$ cat src/design/rpbc_ram.sv
// Generic simple dual port RAM: one write port, one registered read port.
// No dependencies.
`default_nettype none

module rpbc_ram #(
    parameter int WIDTH = 8,
    parameter int DEPTH = 16
) (
    input  wire logic                     i_clk,
    input  wire logic                     i_we,
    input  wire logic [$clog2(DEPTH)-1:0] i_waddr,
    input  wire logic [WIDTH-1:0]         i_wdata,
    input  wire logic                     i_re,
    input  wire logic [$clog2(DEPTH)-1:0] i_raddr,
    output logic      [WIDTH-1:0]         o_rdata
);

    logic [WIDTH-1:0] r_mem [DEPTH];
    logic [WIDTH-1:0] r_rdata;

    always_ff @(posedge i_clk) begin
        if (i_we) begin
            r_mem[i_waddr] <= i_wdata;
        end
        if (i_re) begin
            r_rdata <= r_mem[i_raddr];
        end
    end

    assign o_rdata = r_rdata;

endmodule

`default_nettype wire

$ cat config.mk
export PLATFORM = sky130hd
export DESIGN_NAME = rpbc_ram
export DESIGN_NICKNAME = d
export VERILOG_FILES = /design/src/design/rpbc_ram.sv
export SDC_FILE = /design/constraint.sdc
export NUM_CORES = 1
export LEC_CHECK = 0
export BUFFER_PORTS_ARGS = -buffer_cell sky130_fd_sc_hd__buf_2
export CAP_MARGIN = 20
export CORE_UTILIZATION = 58
export DETAILED_ROUTE_END_ITERATION = 8
export PLACE_DENSITY_LB_ADDON = 0.1
export SYNTH_ARGS = -nofsm -noshare
export SYNTH_HDL_FRONTEND = slang
export SYNTH_SLANG_ARGS = --single-unit
$ cat constraint.sdc
create_clock -name i_clk -period 2.5 [get_ports i_clk]
set_input_delay 0.375 -clock i_clk [delete_from_list [all_inputs] [get_ports i_clk]]
set_output_delay 0.375 -clock i_clk [all_outputs]
set_load 0.02 [all_outputs]
Word level (Yosys, flattened, before mapping)
Memories as Yosys holds them, arrays and structs flattened. A register that Yosys moved wholly into a read port is not among the register bits.
Cells that the tools add are included.
{ "totals": {"elab_cells": 3, "ram_bits": 128, "output_inout_bits": 8, "regBits": 0, "mem_count": 1} }
{ "op_classes": {"mux": 2} }
{ "memory_table": {"columns": ["name", "depth", "width", "rd", "rd_clocked_by_memory_dff", "wr", "line_no", "source"], "rows": [
  ["r_mem", 16, 8, 1, 1, 1, "18", "logic [WIDTH-1:0] r_mem [DEPTH];"]
]} }
{ "op_table": {"columns": ["op", "count"], "rows": [
  ["two-way mux 1 bit", 2]
]} }

Longest topological paths before layout
Gate-level depths: netlist (run 1).
{ "depth": {"ltp_word": 2, "ltp_mapped": 5} }

Worst setup path after synthesis (run 1)
Ideal clock, no wire load.
{ "synth_path": {"kind": "input to register", "from": "input port i_waddr[2]", "to": "memory r_mem[0][0], enable pin", "n_path_buf": 0, "setup_time_ps": 383, "stages": 2, "required_ps": 2117, "t_arrival_ps": 1485, "setup_slack_ps": 632, "path_cell_list": "or3b_2 nor3_1"} }
{ "synth_rtl": {"columns": ["item", "line_no", "source"], "rows": [
  ["start, declared", "11", "input wire logic [$clog2(DEPTH)-1:0] i_waddr,"],
  ["end, declared", "18", null]
]} }
Straight into the memory's write port.

==> results of run 1 <==
[metrics by stage]
stage	hold WS [ns]	setup slack (ns)	cell area [sq um]
CTS	0.213	0.984	6130
global route	0.214	0.925	6130
global placement	0.730	0.496	5580
floorplan	0.474	0.632	5230
finish	0.233	0.998	6130
detailed placement	0.740	0.484	5580
[routing by layer]
layer	up-vias	track usage, %	share of wire [%]
met5	-	0	0
met1	1340	35.6	44
met2	140	34.6	47
li1	1090	-	-
met3	19	5.56	7.1
met4	0	9.53	1.6
[cell usage after synthesis]
| library cell | instances | area share [%] |
|---|---|---|
| edfxtp_1 | 136 | 78 |
| mux4_2 | 18 | 7.8 |
| a22oi_1 | 16 | 2.3 |
| mux4_1 | 14 | 7.0 |
| nor2_1 | 13 | 0.93 |
| nand2_1 | 9 | 0.65 |
| nor3_1 | 4 | 0.38 |
| buf_2 | 3 | 0.29 |
| buf_6 | 3 | 0.65 |
| clkdlybuf4s25_2 | 3 | 0.57 |
| nand2b_1 | 2 | 0.24 |
| nand3b_1 | 2 | 0.29 |
| and2_1 | 1 | 0.12 |
| and2b_1 | 1 | 0.14 |
| buf_4 | 1 | 0.14 |
| nand3_1 | 1 | 0.096 |
| nor2b_1 | 1 | 0.12 |
| or3b_2 | 1 | 0.17 |
[how the worst min path moves through the flow]
stage,to,start,cells after the start
finish,o_rdata[0],i_re,1
global route,o_rdata[7],i_re,1
CTS,o_rdata[5],i_re,1
detailed placement,o_rdata[1],r_mem[15][1],3
global placement,o_rdata[3],r_mem[11][3],3
floorplan,r_mem[0][0],i_wdata[0],0
[cells by family after synthesis]
group / synth area share (%)
DFF: 78.1
and+or+nand+nor: 3.14
muxes: 14.8
AOI/OAI and AO/OA: 2.30
buffers and inverters: 1.65
[flip-flops by register name, indices dropped and copies added, names as in the netlist]
signal	flops
o_rdata	8
r_mem	128
[layout make-up]
| cell class | count | area (sq um) | area share (%) |
|---|---|---|---|
| clock buffers | 17 | 414 | 6.76 |
| clock inverters | 14 | 133 | 2.16 |
| multi-input cells | 83 | 1060 | 17.3 |
| flip-flops and latches | 136 | 4080 | 66.6 |
| well taps | 108 | 135 | 2.20 |
| repair buffers | 46 | 305 | 4.98 |
[power groups by stage]
stage / clock, mW / combinational (mW) / sequential [mW]
5_1_grt: 2.41 / 0.266 / 2.59
6_report: 2.29 / 0.247 / 2.58
2_1_floorplan: 0 / 0.130 / 2.64
3_3_place_gp: 0 / 0.247 / 2.63
4_1_cts: 2.32 / 0.251 / 2.58
3_5_place_dp: 0 / 0.251 / 2.63
[placed cells by master, fill, tap and decap left out, types with 2 or more instances in the layout]
cell type / netlist / final
buf_2: 3 / 26
clkinv_1: 0 / 3
a22oi_1: 16 / 16
nand3b_1: 2 / 2
mux4_2: 18 / 18
buf_12: 0 / 2
edfxtp_1: 136 / 136
clkinvlp_4: 0 / 2
nor2_1: 13 / 13
bufinv_16: 0 / 2
nand2b_1: 2 / 2
clkinv_2: 0 / 4
nor3_1: 4 / 4
buf_4: 1 / 18
mux4_1: 14 / 14
clkbuf_16: 0 / 16
inv_6: 0 / 2
nand2_1: 9 / 9
==> metrics.csv, run 1 <==
metric,value,unit
switching_share,20.5,%
final_cells,404,
drive_above_1_share,31.4,%
fillers,517,
worst_slew_pin_slew,0.754,ns
critPathLaunchType,flip-flop,
power_frac_comb,4.8,%
grt_pass1_vias,2599,
post_cts_resized,0,
reg2reg_slack,1.0,ns
portBuffers,26,
synth.net_count,248,
fin_skew,0.00787,ns
place_congestion,0.725,
row_count,34,
r2r-end,o_rdata[4],
nets,303,
syn_inst,229,
coreArea,8720,sq um
cp.depth,3,
syn_avg_cell_area,22.8,sq um
place_inst,373,
die_h,96.9,um
slew_violations,0,
cap_violations,0,
hold_viol,0,
clk_pin_slew,0.06,ns
die-width,96.9,um
cts_setup_buffers,0,
ant_nets,0,
first_pass_iters,6,
start_util,59.9,%
cts_buffers,17,
p_per_area,836,nW/um^2
end_kind,flip-flop,
p_leak,2.09,nW
required,2.75,ns
synth_cell_type_count,18,
viasPerCell,6.41,
path_delay_family,multiplexers,
r2r_start,r_mem[8][4],
cp_max_fo,1,
p_sw,1.05,mW
ys_seq_area_share,78.1,%
clk_path_buf_depth,2,
drcViolationCount,0,
max_stage_delay,0.49,ns
path_cells,mux4_1 -> a22oi_1 -> nand2_1,
max_slew_margin,49.7,%
wl,10200,um
fmaxAchievable,666,MHz
setup_viol,0,
clkSinkCount,136,
die-area,9400,sq um
cp_num_buf_inv,0,
startpoint,r_mem[8][4],
period_needed,1.50,ns
worstPathArrival,1.75,ns
grt.overflow.total,0,
crit_slowest_cell,mux4_1,
clk_latency,0.52,ns
rsz0062_at_grt,false,
pwr-share-clk,44.7,%
peakVddDrop,0.654,mV
ctsHtreeMaxLevel,4,
reg2reg_depth,3,
area_growth,17.2,%
tritoncts,yes,
grt_pass1_wl,15500,um
grt_start_max_net_pins,33,
cts-root-buf,clkbuf_8,
utilization,70.3,%
initialDrtViolationCount,197,
path_class,flip-flop to flip-flop,
setup_tns,0,ns
power_frac_seq,50.4,%
fin_crit_sh,60.1,%
yosysWarnings,0,
worstHoldPathType,input pin to flip-flop,
hpwl,6160,um
grtUsageTotal,23.8,%
syn_area,5230,sq um
status,"complete, no violations",
critPathCapture,o_rdata[4],
vias,2589,
antenna_cells,0,
ys_ff_latch,136,
cell_internal_pwr,4.07,mW
antenna_found_initial,0,
boundaryPins,27,
postCtsHoldBufs,0,
routedWlPerCell,25.1,um
p_total,5.12,mW
No activity file was read; power rests on OpenSTA's default activity.
==> run 2: changes to the inputs <==
- clock period: 2.5 -> 1.54 ns (I/O delays scaled with it)
==> run 2 against run 1 <==
  * Cell count stayed put
  * Via count is 1.9% lower
  * Utilization is 1.1 points higher
  * Cell area is 1.5% higher
  * Critical path depth stayed put
  * Non-clock buffer count is 3 higher
  * Flip-flop and latch count stayed put
  * Combinational power is 68% higher
  * Worst hold slack worse by 0.15 ns
  * Global-route usage is 0.54 points lower
  * Critical path type unchanged
  * Largest power group unchanged
  * Highest routed layer unchanged
==> metrics.csv, run 2 (synthesized netlist as in run 1, its figures left out) <==
metric,value,unit,change
clk_latency,0.51,ns,about the same
grt.overflow.total,0,,unchanged
worst_slew_pin_slew,0.749,ns,-0.00497 ns
row_count,34,,unchanged
viasPerCell,6.29,,-1.9%
cts-root-buf,clkbuf_8,,
regMostFlops,r_mem,,
setup_viol,0,,unchanged
area_growth,19.0,%,
hold_viol,0,,unchanged
boundaryPins,27,,unchanged
grt_pass1_vias,2539,,-2.3%
portBuffers,26,,unchanged
ant_nets,0,,unchanged
ctsHtreeMaxLevel,4,,unchanged
peakVddDrop,1.16,mV,+77%
vias,2541,,-1.9%
antenna_cells,0,,unchanged
grt_pass1_wl,15300,um,-1.6%
clkSinkCount,136,,unchanged
status,"complete, no violations",,
grtUsageTotal,23.2,%,-0.54 points
switching_share,19.0,%,-1.6 points
tritoncts,yes,,
worstPathArrival,1.73,ns,-0.02 ns
cap_violations,0,,unchanged
cts_buffers,17,,unchanged
power_frac_comb,4.7,%,about the same
reg2reg_depth,3,,unchanged
routedWlPerCell,24.4,um,-3.0%
hpwl,6130,um,-0.50%
nets,306,,+0.99%
most-common-layout-cells,"edfxtp_1 (136), buf_2 (26), buf_4 (20), mux4_2 (18), clkbuf_16 (16)",,
place_congestion,0.708,,-2.5%
whs_path_depth,1,,unchanged
fin_crit_sh,96.5,%,+36 points
power_frac_seq,48.0,%,-2.4 points
cp_max_fo,1,,unchanged
pwr-share-clk,47.3,%,+2.6 points
clk_path_buf_depth,2,,unchanged
clk_pin_slew,0.06,ns,about the same
fin_skew,0.00557,ns,-0.00230 ns
start_util,59.9,%,unchanged
end_kind,flip-flop,,
initialDrtViolationCount,222,,+13%
die-area,9400,sq um,unchanged
period_needed,1.49,ns,-0.0158 ns
final_common_cell,edfxtp_1,,
drcViolationCount,0,,unchanged
fmaxAchievable,673,MHz,+1.1%
antenna_found_initial,0,,unchanged
p_leak,2.13,nW,+1.9%
die_h,96.9,um,unchanged
first_pass_iters,4,,-2
cell_internal_pwr,7.08,mW,+74%
die-width,96.9,um,unchanged
max_slew_margin,49.9,%,+0.25 points
place_area,5620,sq um,+0.72%
utilization,71.3,%,+1.1 points
slew_violations,0,,unchanged
p_per_area,1400,nW/um^2,+68%
p_sw,1.66,mW,+58%
worstHoldPathType,input pin to flip-flop,,
path_class,flip-flop to flip-flop,,
critPathLaunchType,flip-flop,,
required,1.78,ns,-0.97 ns
final_cell_area,6220,sq um,+1.5%
coreArea,8720,sq um,unchanged
grt_start_max_net_pins,24,,-27%
largest_reg_flops,128,,unchanged
drive_above_1_share,31.8,%,+0.34 points
rsz0062_at_grt,false,,
wl,9850,um,-3.0%
run 2: cell count changes in the layout (fill, tap and decap cells not counted):
cell,previous run,this run
clkinv_2,4,0
bufinv_16,2,5
buf_4,18,20
a22oi_1,16,15
a22oi_2,0,1
buf_12,2,3
clkinv_1,3,4
clkinv_4,1,0
clkinvlp_4,2,1
inv_6,2,1
nor3_1,4,3
nor3_2,0,1
run 2: stage by stage:
stage | power, mW | TNS (ns) | setup WS [ns] | hold slack [ns] | cells
after floorplan | 4.50 | 0 | 0.0266 | 0.330 | 229
after global placement | 4.67 | -1.61 | -0.260 | 0.603 | 376
after detailed placement | 4.69 | -1.64 | -0.251 | 0.607 | 376
after CTS | 8.80 | 0 | 0.0401 | 0.0658 | 404
after global routing | 9.00 | 0 | 0.00420 | 0.0602 | 404
final | 8.74 | 0 | 0.0542 | 0.0877 | 404
run 2: cell type report:
type	count	area, sq um
Sequential cell	136	4080
Fill cell	501	2500
Multi-Input combinational cell	83	1070
Clock buffer	17	414
Timing Repair Buffer	49	340
Clock inverter	11	181
Tap cell	108	135
run 2: worst paths after layout:
path               startpoint    endpoint  slack (ns)
setup / recovery  r_mem[9][1]  o_rdata[1]        0.05
hold / removal           i_re  o_rdata[1]        0.09
setup reg to reg  r_mem[9][1]  o_rdata[1]        0.05
hold reg to reg   r_mem[4][3]  o_rdata[3]        0.75
run 2: repair_timing:
| action | 4_1_cts | 5_1_grt |
|---|---|---|
| hold buffers | 0 | 0 |
| gates resized for setup | 0 | 1 |
| buffers inserted | 0 | 0 |
| endpoints found under the setup margin | 0 | 1 |
run 2: power by group through the flow:
| stage | clock network (mW) | logic (mW) | registers, mW |
|---|---|---|---|
| 2_1_floorplan | 0 | 0.211 | 4.29 |
| 3_3_place_gp | 0 | 0.409 | 4.26 |
| 3_5_place_dp | 0 | 0.418 | 4.27 |
| 4_1_cts | 4.18 | 0.420 | 4.19 |
| 5_1_grt | 4.36 | 0.446 | 4.20 |
| 6_report | 4.13 | 0.415 | 4.19 |
run 2: per-layer routing:
layer  track usage (%)  wire, um  up-vias
met5                 0         0        -
met4              7.58        78        0
met3              6.72       473        7
met2              33.9      4930       91
met1              34.5      4370     1347
li1                  -         -     1096
run 2: critical path, stage by stage (launching register included):
cell	delay, ns
edfxtp_1	0.37
mux4_1	0.51
a22oi_1	0.22
nand2_1	0.13
==> run 3: changes to the inputs <==
- CORE_UTILIZATION: 58 -> 50
==> run 3 against run 2 <==
  * Non-clock buffer count is 2 higher
  * Global-route usage is 3.9 points lower
  * Register-to-register slack about the same
  * Combinational power hardly changed
  * Total power is 5.6% lower
  * Clock-buffer cell count up 3
  * Routed wire length is 4.4% lower
  * Critical path type unchanged
==> metrics.csv, run 3 (synthesized netlist as in run 1, its figures left out) <==
metric,value,unit,change
nets,308,,+0.65%
routedWlPerCell,21.7,um,-11%
grtUsageTotal,19.3,%,-3.9 points
cp_max_fo,1,,unchanged
initialDrtViolationCount,161,,-27%
p_leak,2.12,nW,-0.37%
hpwl,6460,um,+5.4%
viasPerCell,5.70,,-9.4%
cap_violations,0,,unchanged
hold_path.startpoint,i_re,,
portBuffers,26,,unchanged
path_cells,mux4_1 -> a22oi_1 -> nand2_1,,
largest_reg_flops,128,,unchanged
die-area,10900,sq um,+16%
grt_pass1_wl,14700,um,-4.0%
clkSinkCount,136,,unchanged
tritoncts,yes,,
die_h,104,um,+7.5%
worstPathArrival,1.74,ns,about the same
drcViolationCount,0,,unchanged
antenna_cells,0,,unchanged
reg2reg_depth,3,,unchanged
cts_buffers,17,,unchanged
place_congestion,0.697,,-1.4%
period_needed,1.48,ns,-0.00118 ns
boundaryPins,27,,unchanged
r2r-end,o_rdata[0],,
fin_skew,0.00650,ns,+0.000926 ns
fin_crit_sh,96.4,%,about the same
vias,2474,,-2.6%
fillers,691,,+38%
area_growth,18.8,%,
hold_viol,0,,unchanged
clk_latency,0.52,ns,about the same
postCtsHoldBufs,0,,unchanged
cp_num_buf_inv,0,,unchanged
final_cell_area,6210,sq um,-0.18%
required,1.80,ns,+0.02 ns
whs_endpoint,o_rdata[0],,
first_pass_iters,6,,+2
fmaxAchievable,674,MHz,about the same
coreArea,9950,sq um,+14%
reg2reg_slack,0.06,ns,about the same
grt_start_max_net_pins,18,,-25%
fin_hold_ws,0.0837,ns,-0.00406 ns
most-common-layout-cells,"edfxtp_1 (136), buf_2 (26), buf_4 (22), mux4_2 (18), clkbuf_16 (16)",,
rsz0062_at_grt,false,,
slew_violations,0,,unchanged
utilization,62.4,%,-9.0 points
peakVddDrop,0.651,mV,-44%
ant_nets,0,,unchanged
path_delay_family,multiplexers,,
max_slew_margin,50.7,%,+0.81 points
status,"complete, no violations",,
place_area,5670,sq um,+0.82%
path_class,flip-flop to flip-flop,,
drive_above_1_share,33.6,%,+1.8 points
r2r_start,r_mem[5][0],,
wl,9420,um,-4.4%
die-width,104,um,+7.5%
end_kind,flip-flop,,
multi_input_area,1070,sq um,+0.47%
worst_slew_pin_slew,0.736,ns,-0.0122 ns
regMostFlops,r_mem,,
worstHoldPathType,input pin to flip-flop,,
setup_viol,0,,unchanged
clk_path_buf_depth,2,,unchanged
antenna_found_initial,0,,unchanged
grt_pass1_vias,2587,,+1.9%
start_util,52.5,%,-7.4 points
setup_tns,0,ns,unchanged
cts-root-buf,clkbuf_8,,
p_per_area,1330,nW/um^2,-5.5%
ff_latch_area,4080,sq um,unchanged
grt.overflow.total,0,,unchanged
final_common_cell,edfxtp_1,,
p_total,8.25,mW,-5.6%
clk_pin_slew,0.06,ns,about the same
whs_path_depth,1,,unchanged
ctsHtreeMaxLevel,4,,unchanged
row_count,36,,+5.9%
max_stage_delay,0.55,ns,+0.04 ns
critPathLaunchType,flip-flop,,
crit_slowest_cell,mux4_1,,
==> run 3: power breakdown <==
part	total [mW]	switching, mW	leakage, nW	internal, mW
Sequential	4.19	0.0211	1.24	4.17
Clock	3.64	1.38	0.268	2.26
Combinational	0.413	0.237	0.619	0.177
Total	8.25	1.63	2.12	6.61
==> run 3: layout make-up <==
cell class | count | area share (%)
timing repair buffer | 51 | 5.72
clock inverter | 11 | 1.73
clock buffer | 20 | 6.85
sequential | 136 | 65.8
multi-input combinational | 83 | 17.3
tap | 133 | 2.68
==> run 3: through the flow <==
stage	cells	setup WS, ns
floorplan	229	0.0266
global placement	403	-0.256
detailed placement	403	-0.298
CTS	434	0.0255
global route	434	0.00472
finish	434	0.0554
==> run 3: worst max path at each step <==
stage                 end         from  slack [ns]  cells after the start
2_1_floorplan  o_rdata[1]   i_raddr[0]        0.03                      5
3_3_place_gp   o_rdata[4]   i_raddr[0]       -0.26                      6
3_5_place_dp   o_rdata[3]   i_raddr[0]       -0.30                      6
4_1_cts        o_rdata[2]  r_mem[5][2]        0.03                      3
5_1_grt        o_rdata[0]  r_mem[5][0]       0.005                      3
6_report       o_rdata[0]  r_mem[5][0]        0.06                      3
==> run 3: timing repair <==
item	in CTS	in global routing
setup buffers	0	0
hold endpoints to repair	0	0
setup endpoints to repair	0	2
resized for setup	0	2
==> run 3: worst reg2reg max path, cell delays in order, from the launching register on <==
cell and delay [ns]:
edfxtp_1 0.36, mux4_1 0.55, a22oi_1 0.19, nand2_1 0.13
==> run 3: layer usage <==
layer / vias up / wire, um / GRT usage, %
met2: 66 / 4650 / 31.0
li1: 1104 / - / -
met4: 0 / 144 / 7.35
met3: 14 / 412 / 5.45
met1: 1290 / 4210 / 25.4
met5: - / 0 / 0
