### src/design/rpbc_pkg.sv
// Shared types and constants for the rotated projection bin counter.
// No dependencies; imported by rpbc_proj, rpbc_div and the core.
`default_nettype none

package rpbc_pkg;

    localparam int IMG_DIM  = 4096;
    localparam int MAX_BINS = 8192;

    // Field widths fixed by the request, result and configuration formats
    localparam int COL_W   = 12;
    localparam int ROW_W   = 12;
    localparam int TRIG_W  = 18;
    localparam int AMIN_W  = 30;
    localparam int BW_W    = 29;
    localparam int NBIN_W  = 14;
    localparam int CNT_W   = 25;
    localparam int SEL_W   = 13;
    localparam int CFG_W   = 30;
    localparam int CFGI_W  = 3;

    // Store geometry
    localparam int BIN_W   = $clog2(MAX_BINS);
    localparam int LIMIT_W = $clog2(MAX_BINS) + 1;

    // Projection and divider datapath
    localparam int PROJ_W  = 32;
    localparam int DIVD_W  = PROJ_W - 1;
    localparam int DEN_W   = BW_W + BIN_W - 1;

    localparam logic [CNT_W-1:0] COUNT_MAX = '1;

    localparam logic [1:0] FUNC_BIN   = 2'd0;
    localparam logic [1:0] FUNC_READ  = 2'd1;
    localparam logic [1:0] FUNC_CLEAR = 2'd2;

    localparam logic [CFGI_W-1:0] CFG_COS   = 3'd0;
    localparam logic [CFGI_W-1:0] CFG_SIN   = 3'd1;
    localparam logic [CFGI_W-1:0] CFG_AMIN  = 3'd2;
    localparam logic [CFGI_W-1:0] CFG_BW    = 3'd3;
    localparam logic [CFGI_W-1:0] CFG_NBINS = 3'd4;

    typedef struct packed {
        logic [1:0]       func;
        logic [COL_W-1:0] column;
        logic [ROW_W-1:0] row;
        logic             pixel_valid;
        logic [SEL_W-1:0] bin_select;
    } t_in_req;

    typedef struct packed {
        logic [SEL_W-1:0] bin_index;
        logic             binned;
        logic             out_of_range;
        logic [CNT_W-1:0] bin_count;
    } t_out_res;

endpackage

`default_nettype wire

### src/design/rpbc_div.sv
// Restoring divider, one quotient bit a cycle, quotient limited to the bin width.
// Depends on rpbc_pkg.
`default_nettype none

module rpbc_div (
    input  wire logic                        i_clk,
    input  wire logic                        i_rst_n,
    input  wire logic                        i_start,
    input  wire logic [rpbc_pkg::DIVD_W-1:0] i_dividend,
    input  wire logic [rpbc_pkg::BW_W-1:0]   i_divisor,
    output logic                             o_done,
    output logic                             o_ovf,
    output logic [rpbc_pkg::BIN_W-1:0]       o_quot
);
    import rpbc_pkg::*;

    localparam int STEP_W = $clog2(BIN_W);

    logic              r_busy;
    logic              r_done;
    logic              r_ovf;
    logic [STEP_W-1:0] r_step;
    logic [DIVD_W-1:0] r_rem;
    logic [DEN_W-1:0]  r_den;
    logic [BIN_W-1:0]  r_quot;
    logic              w_ovf;
    logic              w_ge;

    // Quotient would need more than BIN_W bits: dividend >= divisor * 2^BIN_W
    assign w_ovf = {{(DEN_W+1-DIVD_W){1'b0}}, i_dividend} >= {i_divisor, {BIN_W{1'b0}}};
    assign w_ge  = {{(DEN_W-DIVD_W){1'b0}}, r_rem} >= r_den;

    always_ff @(posedge i_clk) begin
        if (!i_rst_n) begin
            r_busy <= 1'b0;
            r_done <= 1'b0;
        end else begin
            r_done <= 1'b0;
            if (i_start) begin
                r_ovf  <= w_ovf;
                r_rem  <= i_dividend;
                r_den  <= {i_divisor, {(BIN_W-1){1'b0}}};
                r_quot <= '0;
                r_step <= '0;
                r_busy <= !w_ovf;
                r_done <= w_ovf;
            end else if (r_busy) begin
                if (w_ge) begin
                    r_rem <= r_rem - r_den[DIVD_W-1:0];
                end
                r_quot <= {r_quot[BIN_W-2:0], w_ge};
                r_den  <= r_den >> 1;
                r_step <= r_step + 1'b1;
                if (r_step == STEP_W'(BIN_W - 1)) begin
                    r_busy <= 1'b0;
                    r_done <= 1'b1;
                end
            end
        end
    end

    assign o_done = r_done;
    assign o_ovf  = r_ovf;
    assign o_quot = r_quot;

endmodule

`default_nettype wire

### config.mk
export PLATFORM = sky130hd
export DESIGN_NAME = rpbc_div
export DESIGN_NICKNAME = d
export VERILOG_FILES = /design/src/design/rpbc_pkg.sv /design/src/design/rpbc_div.sv
export SDC_FILE = /design/constraint.sdc
export NUM_CORES = 1
export LEC_CHECK = 0
export BUFFER_PORTS_ARGS = -buffer_cell sky130_fd_sc_hd__buf_4
export CAP_MARGIN = 20
export CORE_MARGIN = 3
export CORE_UTILIZATION = 30
export CTS_BUF_LIST = sky130_fd_sc_hd__clkbuf_4
export DETAILED_ROUTE_END_ITERATION = 8
export PLACE_DENSITY = 0.54
export SLEW_MARGIN = 25
export SYNTH_ARGS = -nofsm -noshare
export SYNTH_HDL_FRONTEND = slang
export SYNTH_SLANG_ARGS = --single-unit
### constraint.sdc
create_clock -name i_clk -period 4.3 [get_ports i_clk]
set_input_delay 0.215 -clock i_clk [delete_from_list [all_inputs] [get_ports i_clk]]
set_output_delay 0.215 -clock i_clk [all_outputs]
set_load 0.01 [all_outputs]
---- Word level (Yosys, flattened, before mapping) ----
Cells that the tools add are included.
cells by class
  $add $sub $neg .......................... 2
  $mul .................................... 0
  div/mod/pow operators ................... 0
  $lt $le $gt $ge ......................... 2
  eq/ne operators ......................... 1
  shifts and indexed selects .............. 0
  muxes and demuxes ....................... 13
  bitwise gates (word level) .............. 0
  reductions and logical operators ........ 6
operators with widths
  cell                 number
  $mux 31              3
  $mux 41              2
  $ge 31x42->1         1
  $ge 31x41->1         1
  $sub 31x31->31       1
  $mux 13              1
  $mux 1               6
  $add 4x1->4 const B  1
  $eq 4x4->1 const B   1
  $mux 4               1
  $reduce_and 2->1     2
  $reduce_bool 2->1    2
  $reduce_and 3->1     1
  $logic_not 1->1      1
storage, ports and cells
  bits in registers ....................... 92
  bits in latches ......................... 0
  memory bits (writable) .................. 0
  memory bits (read-only) ................. 0
  bits of input ports ..................... 63
  output and inout port bits .............. 15
  logic and storage cells ................. 32
  memories kept ........................... 0

---- Longest topological paths before layout ----
Gate-level depths: netlist (run 1).
  word-level depth ........................ 4
  depth in mapped cells ................... 10
  depth with buffers taken out ............ 10

---- Least setup slack after synthesis (run 1) ----
OpenSTA, ideal clock, no wires.
  path kind ............................... input to register
  start ................................... input port i_start
  end ..................................... register r_rem[0], enable pin
  data arrival time ....................... 3.530 ns
  required time ........................... 3.874 ns
  slack ................................... 0.344 ns
  stages on the path ...................... 4
  buffers on the path ..................... 1
  path through ............................ clkbuf_1 -> o21a_1 -> nand3_1 -> o21bai_1
between the ends
  cells in the longest elaborated chain, start to end .. 2
RTL lines
  item                            line            text
  from (decl)                     rpbc_div.sv:8   input wire logic i_start,
  $reduce_bool 2->1 (no line)     --
  $reduce_and 3->1 (no line) (*)  --
  to (signal assigned)            rpbc_div.sv:41  r_rem <= i_dividend;
  to (signal assigned)            rpbc_div.sv:49  r_rem <= r_rem - r_den[DIVD_W-1:0];
  to (decl)                       rpbc_div.sv:23  logic [DIVD_W-1:0] r_rem;
Every way passes the cells marked *; elsewhere a longest branch is shown, timed or not.
A chain may end at the register's enable or synchronous reset.

---- Final worst setup path (run 1) ----
  start ................................... register r_rem[7]
  end ..................................... register r_rem[13], enable pin
between the ends
  cells in the longest elaborated chain, start to end .. 3
RTL lines
  item                         line            text
  $ge 31x41->1                 rpbc_div.sv:31  assign w_ge = {{(DEN_W-DIVD_W){1'b0}}, r_rem} >= r_den;
  $reduce_bool 2->1 (no line)  --
  $reduce_and 3->1 (no line)   --
No other way between the ends.

==> flow_summary_export.csv, run 1 <==
group,metric,value,unit
run_status,status,"complete, no violations",
timing,fin_skew,0.0460,ns
logic_synthesis,synth_most_common_cell,"edfxtp_1",
logic_synthesis,synth_cells,650,
logic_synthesis,synth_edf_count,90,
global_routing,grt_pass1_wl,25.8,mm
detailed_routing,wl,16.3,mm
setup_path,critPathCapture,"r_rem[13]$_DFFE_PP_",
logic_synthesis,ys_top_cells_by_count,"90 x edfxtp_1, 72 x inv_1, 64 x nand2_1",
setup_path,r2r_cells,9,
logic_synthesis,ys_ff_latch,92,
die,initial_core_util,31.2,%
detailed_routing,wl_per_cell,15.9,um
setup_path,reg2reg_to,"r_rem[13]$_DFFE_PP_",
timing,setup_viol,0,
power,p_per_area,295,mW/mm2
die,dieArea,0.0224,mm2
clock_tree,tritoncts,"done",
timing,rsz0062_at_grt,"no",
power,pwr-share-clk,23.3,%
layout,final_net_count,868,
setup_path,path_class,"reg2reg",
detailed_routing,drt_iter0_markers,337,
detailed_routing,drc_errors,0,
layout,diodes,0,
timing,tns,0,ns
detailed_routing,vias,5078,
detailed_routing,drtPass1Iterations,5,
placement,dp_cells,968,
layout,final_cells,1023,
global_routing,grtUsageTotal,14.7,%
clock_tree,post-cts-setup-buffer-count,0,
power,power_frac_seq,48.6,%
clock_tree,numCtsBuffers,9,
logic_synthesis,yosysWarnings,0,
layout,area_growth_syn_to_layout,22.1,%
setup_path,required,4.48,ns
logic_synthesis,syn_nets,765,
timing,hold_viol_final,0,
placement,place.gp.congestion,0.831,
power,switchingPower,0.000718,W
detailed_routing,drtAntennaViolNets,0,
clock_tree,clock_sinks,92,
clock_tree,cts-htree-levels,3,
timing,relSlewSlack,46.9,%
placement,port_buffers,77,
logic_synthesis,synth.yosys.seq_area_share,44.4,%
logic_synthesis,synth_cell_types,62,
clock_tree,clk_path_buf_depth,2,
setup_path,r2r_setup_slack,1.04,ns
power,peakVddDrop,0.154,mV
clock_tree,cts_root_buf,"clkbuf_4",
die,ioPinCount,78,
worst_hold_path,hold_path_class,"in2reg",
die,rows,51,
timing,max_freq,0.306,GHz
power,intPower,0.00151,W
logic_synthesis,synth_area_per_cell,9.51,um2
global_routing,grt_overflow_total,0,
placement,pre_cts_slack,1.10,ns
placement,hpwl,12.0,mm
setup_path,startpoint,"r_rem[7]$_DFFE_PP_",
power,p_sw_share,32.2,%
die,core,0.0198,mm2
timing,hold-worst-slack,0.0197,ns
timing,setup_slack,1.04,ns
power,p_leak,3.12,nW
logic_synthesis,synth_top_cells_by_area,"edfxtp_1 44%, ha_1 10%, o21ai_0 4.9%",
setup_path,r2r-start,"r_rem[7]$_DFFE_PP_",
die,fp.dieW,150,um
setup_path,worstSetupStartpointType,"register",
logic_synthesis,synth_top_area_share,43.7,%
global_routing,grt_max_degree,78,
timing,period_share,75.9,%
timing,max_slew.worst_pin.slew,0.777,ns
global_routing,antenna_found_initial,0,
setup_path,endpoint_kind,"register",
logic_synthesis,synthFlopType,"edfxtp_1",
setup_path,worstPathArrival,3.44,ns
logic_synthesis,async_flop_share,0,%
timing,drv_slew,0,
layout,drive_gt1_share,15.2,%
logic_synthesis,yosysTopAreaCell,"edfxtp_1",
flow_run,cap_violations,0,
clock_tree,clk_pin_slew,0.18,ns
global_routing,grt_pass1_vias,4814,
logic_synthesis,synth_area,0.00618,mm2
detailed_routing,viasPerCell,4.96,
timing,layout_min_cycle_time,3.26,ns
power,comb_power_share,28.1,%
setup_path,cp_max_fo,21,
die,fp.dieH,150,um
clock_tree,clk_latency,0.50,ns
-- stage by stage --
stage	power (W)	cell area [um2]	util, %
finish	0.00223	7550	38.1
global route	0.00236	7550	38.1
CTS	0.00225	7550	38.1
detailed placement	0.00170	7020	35.4
global placement	0.00170	7020	35.4
floorplan	0.00151	6180	-
-- what timing repair did --
| item | in CTS | in global routing |
|---|---|---|
| hold buffers | 39 | 0 |
| hold endpoints to repair | 39 | 0 |
| gates resized for setup | 0 | 0 |
-- power by group through the flow --
stage          clock network, W  registers (W)  logic (W)
2_1_floorplan                 0        0.00110   0.000403
3_3_place_gp                  0        0.00110   0.000596
3_5_place_dp                  0        0.00110   0.000596
4_1_cts                0.000540        0.00108   0.000627
5_1_grt                0.000568        0.00109   0.000700
6_report               0.000520        0.00108   0.000625
-- area by class of cell --
cell class                 count  area, um2
fill                        2010      12300
multi-input combinational    459       3060
sequential                    92       2740
timing repair buffer         119       1000
tap                          265        332
inverter                      72        270
clock inverter                 7       73.8
clock buffer                   9       67.6
-- metal layers --
metal  GRT usage (%)  vias to the layer above  routed length (um)  part of all wire (%)
met4            3.62                        0                 255                   1.6
met5               0                        -                   0                     0
met3            3.57                       18                 799                   4.9
li1                -                     2571                   -                     -
met1            21.1                     2377                8110                    50
met2            22.4                      112                7120                    44
-- cell usage in the layout, fill, tap and decap left out, types with 4 or more instances in the layout --
cell type	netlist	layout
edfxtp_1	90	90
buf_4	0	79
inv_1	72	72
nand2_1	64	64
o21ai_0	61	61
ha_1	51	51
nor2_1	50	50
dlygate4sd3_1	0	39
a21oi_1	36	36
nor2b_1	17	17
xnor2_1	12	12
a21o_1	11	11
nand3_1	11	11
nor4_1	10	10
o31ai_1	10	10
mux2_2	10	10
nand4_1	9	9
nor3_1	9	9
clkbuf_4	0	9
o21a_1	8	7
xor2_1	7	7
a211oi_1	7	7
and3_1	6	6
a2111oi_0	5	5
o22ai_1	4	4
o31a_1	4	4
o21bai_1	5	4
and2_1	4	4
-- worst min path at each step --
stage | slack, ns | endpoint | from | depth (start not counted)
after floorplan | 0.37 | o_done$_SDFF_PN0_ | i_rst_n | 1
after global placement | 0.49 | o_done$_SDFF_PN0_ | i_rst_n | 2
after detailed placement | 0.48 | o_done$_SDFF_PN0_ | i_rst_n | 2
after CTS | 0.0004 | r_rem[21]$_DFFE_PP_ | i_dividend[21] | 3
after global routing | 0.009 | r_den[36]$_DFFE_PP_ | i_divisor[24] | 2
final | 0.02 | r_rem[21]$_DFFE_PP_ | i_dividend[21] | 3
-- worst max-delay path: stages (launching register included) --
cell      delay, ns
edfxtp_1       0.40
ha_1           0.45
and4_1         0.31
o2111a_1       0.21
o211ai_1       0.15
nand2_1        0.17
a211oi_1       0.09
o31a_1         0.29
o21bai_2       0.60
buf_12         0.27
-- kinds of logic (layout without fill, tap and decap cells) --
family | Yosys count | count (layout) | share of synthesized area, %
mux | 10 | 10 | 1.82
simple gates | 196 | 196 | 15.1
flops | 92 | 92 | 44.4
fa+ha+maj | 52 | 52 | 10.6
buf+inv | 99 | 207 | 6.19
compound gates | 182 | 182 | 19.2
xor+xnor | 19 | 19 | 2.69
-- state kept, by name (all words and copies together), names as in the netlist --
| name | count |
|---|---|
| r_den | 41 |
| r_rem | 31 |
| r_busy | 1 |
| o_quot | 13 |
| o_ovf | 1 |
| r_step | 4 |
| o_done | 1 |
Note: power is estimated with default switching activity, not from simulation.
==> inputs of run 2 (changes only) <==
- ABC_AREA: default -> 1
- PLACE_DENSITY: 0.54 -> 0.55
- clock period: 4.3 -> 2.8 ns (I/O delays scaled with it)
==> flow_summary_export.csv, run 2 <==
group,metric,value,unit
run_status,status,"complete, no violations",
detailed_routing,wl,18.9,mm
timing,setup_slack,0.391,ns
logic_synthesis,synthFlopType,"edfxtp_1",
logic_synthesis,synth_cells,1005,
layout,mostFrequentLayoutCells,"333 x nand2_1, 218 x inv_1, 92 x nor2_1",
layout,area_growth_syn_to_layout,24.3,%
logic_synthesis,synth_top_cells_by_area,"edfxtp_1 38%, nand2_1 18%, inv_1 12%",
logic_synthesis,synth_cell_types,32,
detailed_routing,drt_iter0_markers,388,
setup_path,endpoint_kind,"register",
clock_tree,cts_hold_buf,59,
timing,period_share,86.0,%
placement,hpwl,14.9,mm
clock_tree,cts-htree-levels,3,
setup_path,cp_common_cell,"nand2_1",
setup_path,worstPathArrival,2.62,ns
global_routing,grt_pass1_wl,31.4,mm
setup_path,path_cells,"ha_1 -> nand2_2 -> nor2_1 -> nand3_1 -> nand3_2 -> nand2_1 -> nand3_2 -> nand2_1 -> nand2_1 -> nand2_1 -> nand2_1 -> buf_12",
power,power_frac_seq,46.6,%
power,switchingPower,0.00129,W
logic_synthesis,synth_area_per_cell,7.00,um2
global_routing,grt_overflow_total,0,
clock_tree,clk_path_buf_depth,2,
clock_tree,tritoncts,"done",
die,fp.dieW,159,um
detailed_routing,vias,6381,
power,peakVddDrop,0.196,mV
global_routing,grtUsageTotal,15.3,%
clock_tree,numCtsBuffers,9,
logic_synthesis,yosysTopAreaCell,"edfxtp_1",
setup_path,path_buf_inv,1,
global_routing,antenna_found_initial,1,
placement,pre_cts_slack,0.477,ns
setup_path,cp_max_fo,31,
timing,max_slew.worst_pin.slew,0.534,ns
logic_synthesis,syn_nets,1120,
layout,layout.cells.most_common,"nand2_1",
timing,setup_viol,0,
logic_synthesis,ys_top_cells_by_count,"334 x nand2_1, 218 x inv_1, 92 x nor2_1",
logic_synthesis,synth_edf_count,90,
power,intPower,0.00229,W
worst_hold_path,hold_path_class,"in2reg",
detailed_routing,drtPass1Iterations,6,
placement,place.gp.congestion,0.910,
detailed_routing,drtAntennaViolNets,0,
logic_synthesis,synth_most_common_cell,"nand2_1",
setup_path,crit_family,"simple AND/OR/NAND/NOR gates",
timing,tns,0,ns
logic_synthesis,synth.yosys.seq_area_share,39.0,%
setup_path,worstSetupStartpointType,"register",
clock_tree,post-cts-setup-buffer-count,0,
setup_path,r2r_setup_slack,0.39,ns
clock_tree,clock_sinks,92,
global_routing,grt_max_degree,61,
timing,layout_min_cycle_time,2.41,ns
setup_path,slowest_stage,"ha_1",
power,p_per_area,410,mW/mm2
timing,relSlewSlack,64.4,%
flow_run,cap_violations,0,
die,rows,55,
clock_tree,cts_root_buf,"clkbuf_4",
layout,largest_register,"r_den",
power,pwr-share-clk,22.3,%
power,comb_power_share,31.1,%
detailed_routing,viasPerCell,4.37,
setup_path,cpPeakStageDelay,0.43,ns
logic_synthesis,synth_area,0.00703,mm2
layout,largest_register_ffs,41,
timing,rsz0062_at_grt,"no",
clock_tree,post_cts_resize_count,0,
layout,final_net_count,1256,
die,core,0.0228,mm2
clock_tree,clk_latency,0.53,ns
logic_synthesis,synth_top_area_share,38.4,%
logic_synthesis,yosysWarnings,0,
detailed_routing,wl_per_cell,13.0,um
die,dieArea,0.0253,mm2
setup_path,required,3.01,ns
die,fp.dieH,159,um
detailed_routing,drc_errors,0,
timing,drv_slew,0,
setup_path,path_class,"reg2reg",
timing,hold_viol_final,0,
clock_tree,clk_pin_slew,0.20,ns
timing,fin_skew,0.0425,ns
global_routing,grt_pass1_vias,6291,
logic_synthesis,ys_ff_latch,92,
power,p_sw_share,36.1,%
layout,drive_gt1_share,11.3,%
logic_synthesis,async_flop_share,0,%
timing,max_freq,0.415,GHz
placement,port_buffers,77,
die,ioPinCount,78,
die,initial_core_util,30.8,%
power,p_leak,4.48,nW
-- run 2: changes by cell type in the layout (fill, tap and decap cells not counted), sizes merged, moves of 10 or more --
cell	delta
nor4	-10
dlygate4sd3	+20
o31ai	-10
mux2	-10
o21ai	-21
nand2	+279
a21oi	-10
a21o	-11
nand3	+57
inv	+148
nor2b	-17
nor2	+50
-- run 2: metrics by stage --
stage	power, W	hold WS (ns)	utilization (%)	cells	area [um2]
finish	0.00358	0.0261	38.2	1461	8740
global route	0.00384	0.0303	38.2	1461	8740
CTS	0.00362	0.00730	38.2	1459	8730
detailed placement	0.00275	0.392	35.0	1384	7990
global placement	0.00274	0.391	35.0	1384	7990
floorplan	0.00241	0.249	-	1005	7030
-- run 2: final cells by class --
class,count,area [um2]
Fill cell,2500,14100
Multi-Input combinational cell,678,3390
Sequential cell,92,2740
Timing Repair Buffer,141,1230
Inverter,219,822
Tap cell,313,392
Clock inverter,7,88.8
Clock buffer,9,67.6
Antenna cell,2,5.00
-- run 2: layer usage --
metal	global-route usage, %	share of wire (%)	wire [um]	up-vias
li1	-	-	-	3394
met1	20.5	50	9390	2881
met2	25.7	46	8740	86
met3	1.87	2.2	421	20
met4	4.93	2.0	371	0
met5	0	0	0	-
-- run 2: worst paths after layout --
| check | end | start | cells after the start |
|---|---|---|---|
| setup / recovery | r_rem[16]$_DFFE_PP_ | r_rem[3]$_DFFE_PP_ | 12 |
| hold / removal | r_rem[13]$_DFFE_PP_ | i_dividend[13] | 3 |
| setup reg to reg | r_rem[16]$_DFFE_PP_ | r_rem[3]$_DFFE_PP_ | 12 |
| hold reg to reg | r_busy$_SDFF_PN0_ | r_busy$_SDFF_PN0_ | 2 |
-- run 2: power by group through the flow --
| stage | combinational [W] | clock (W) | sequential, W |
|---|---|---|---|
| after floorplan | 0.000710 | 0 | 0.00170 |
| after global placement | 0.00105 | 0 | 0.00170 |
| after detailed placement | 0.00105 | 0 | 0.00170 |
| after CTS | 0.00112 | 0.000831 | 0.00167 |
| after global routing | 0.00128 | 0.000881 | 0.00168 |
| final | 0.00111 | 0.000798 | 0.00167 |
-- run 2: kinds of logic after synthesis --
family | count (synthesis) | share of synthesized area, %
simple gates | 549 | 32.8
buf+inv | 235 | 12.8
flops | 92 | 39.0
compound gates | 72 | 5.39
fa+ha+maj | 52 | 9.36
xor+xnor | 5 | 0.623
-- run 2: worst reg2reg max path: cells and delay by family (launching register included) --
| family | cells | cell delay [ns] |
|---|---|---|
| simple gates | 10 | 1.00 |
| fa+ha+maj | 1 | 0.43 |
| flops | 1 | 0.42 |
| buf+inv | 1 | 0.22 |
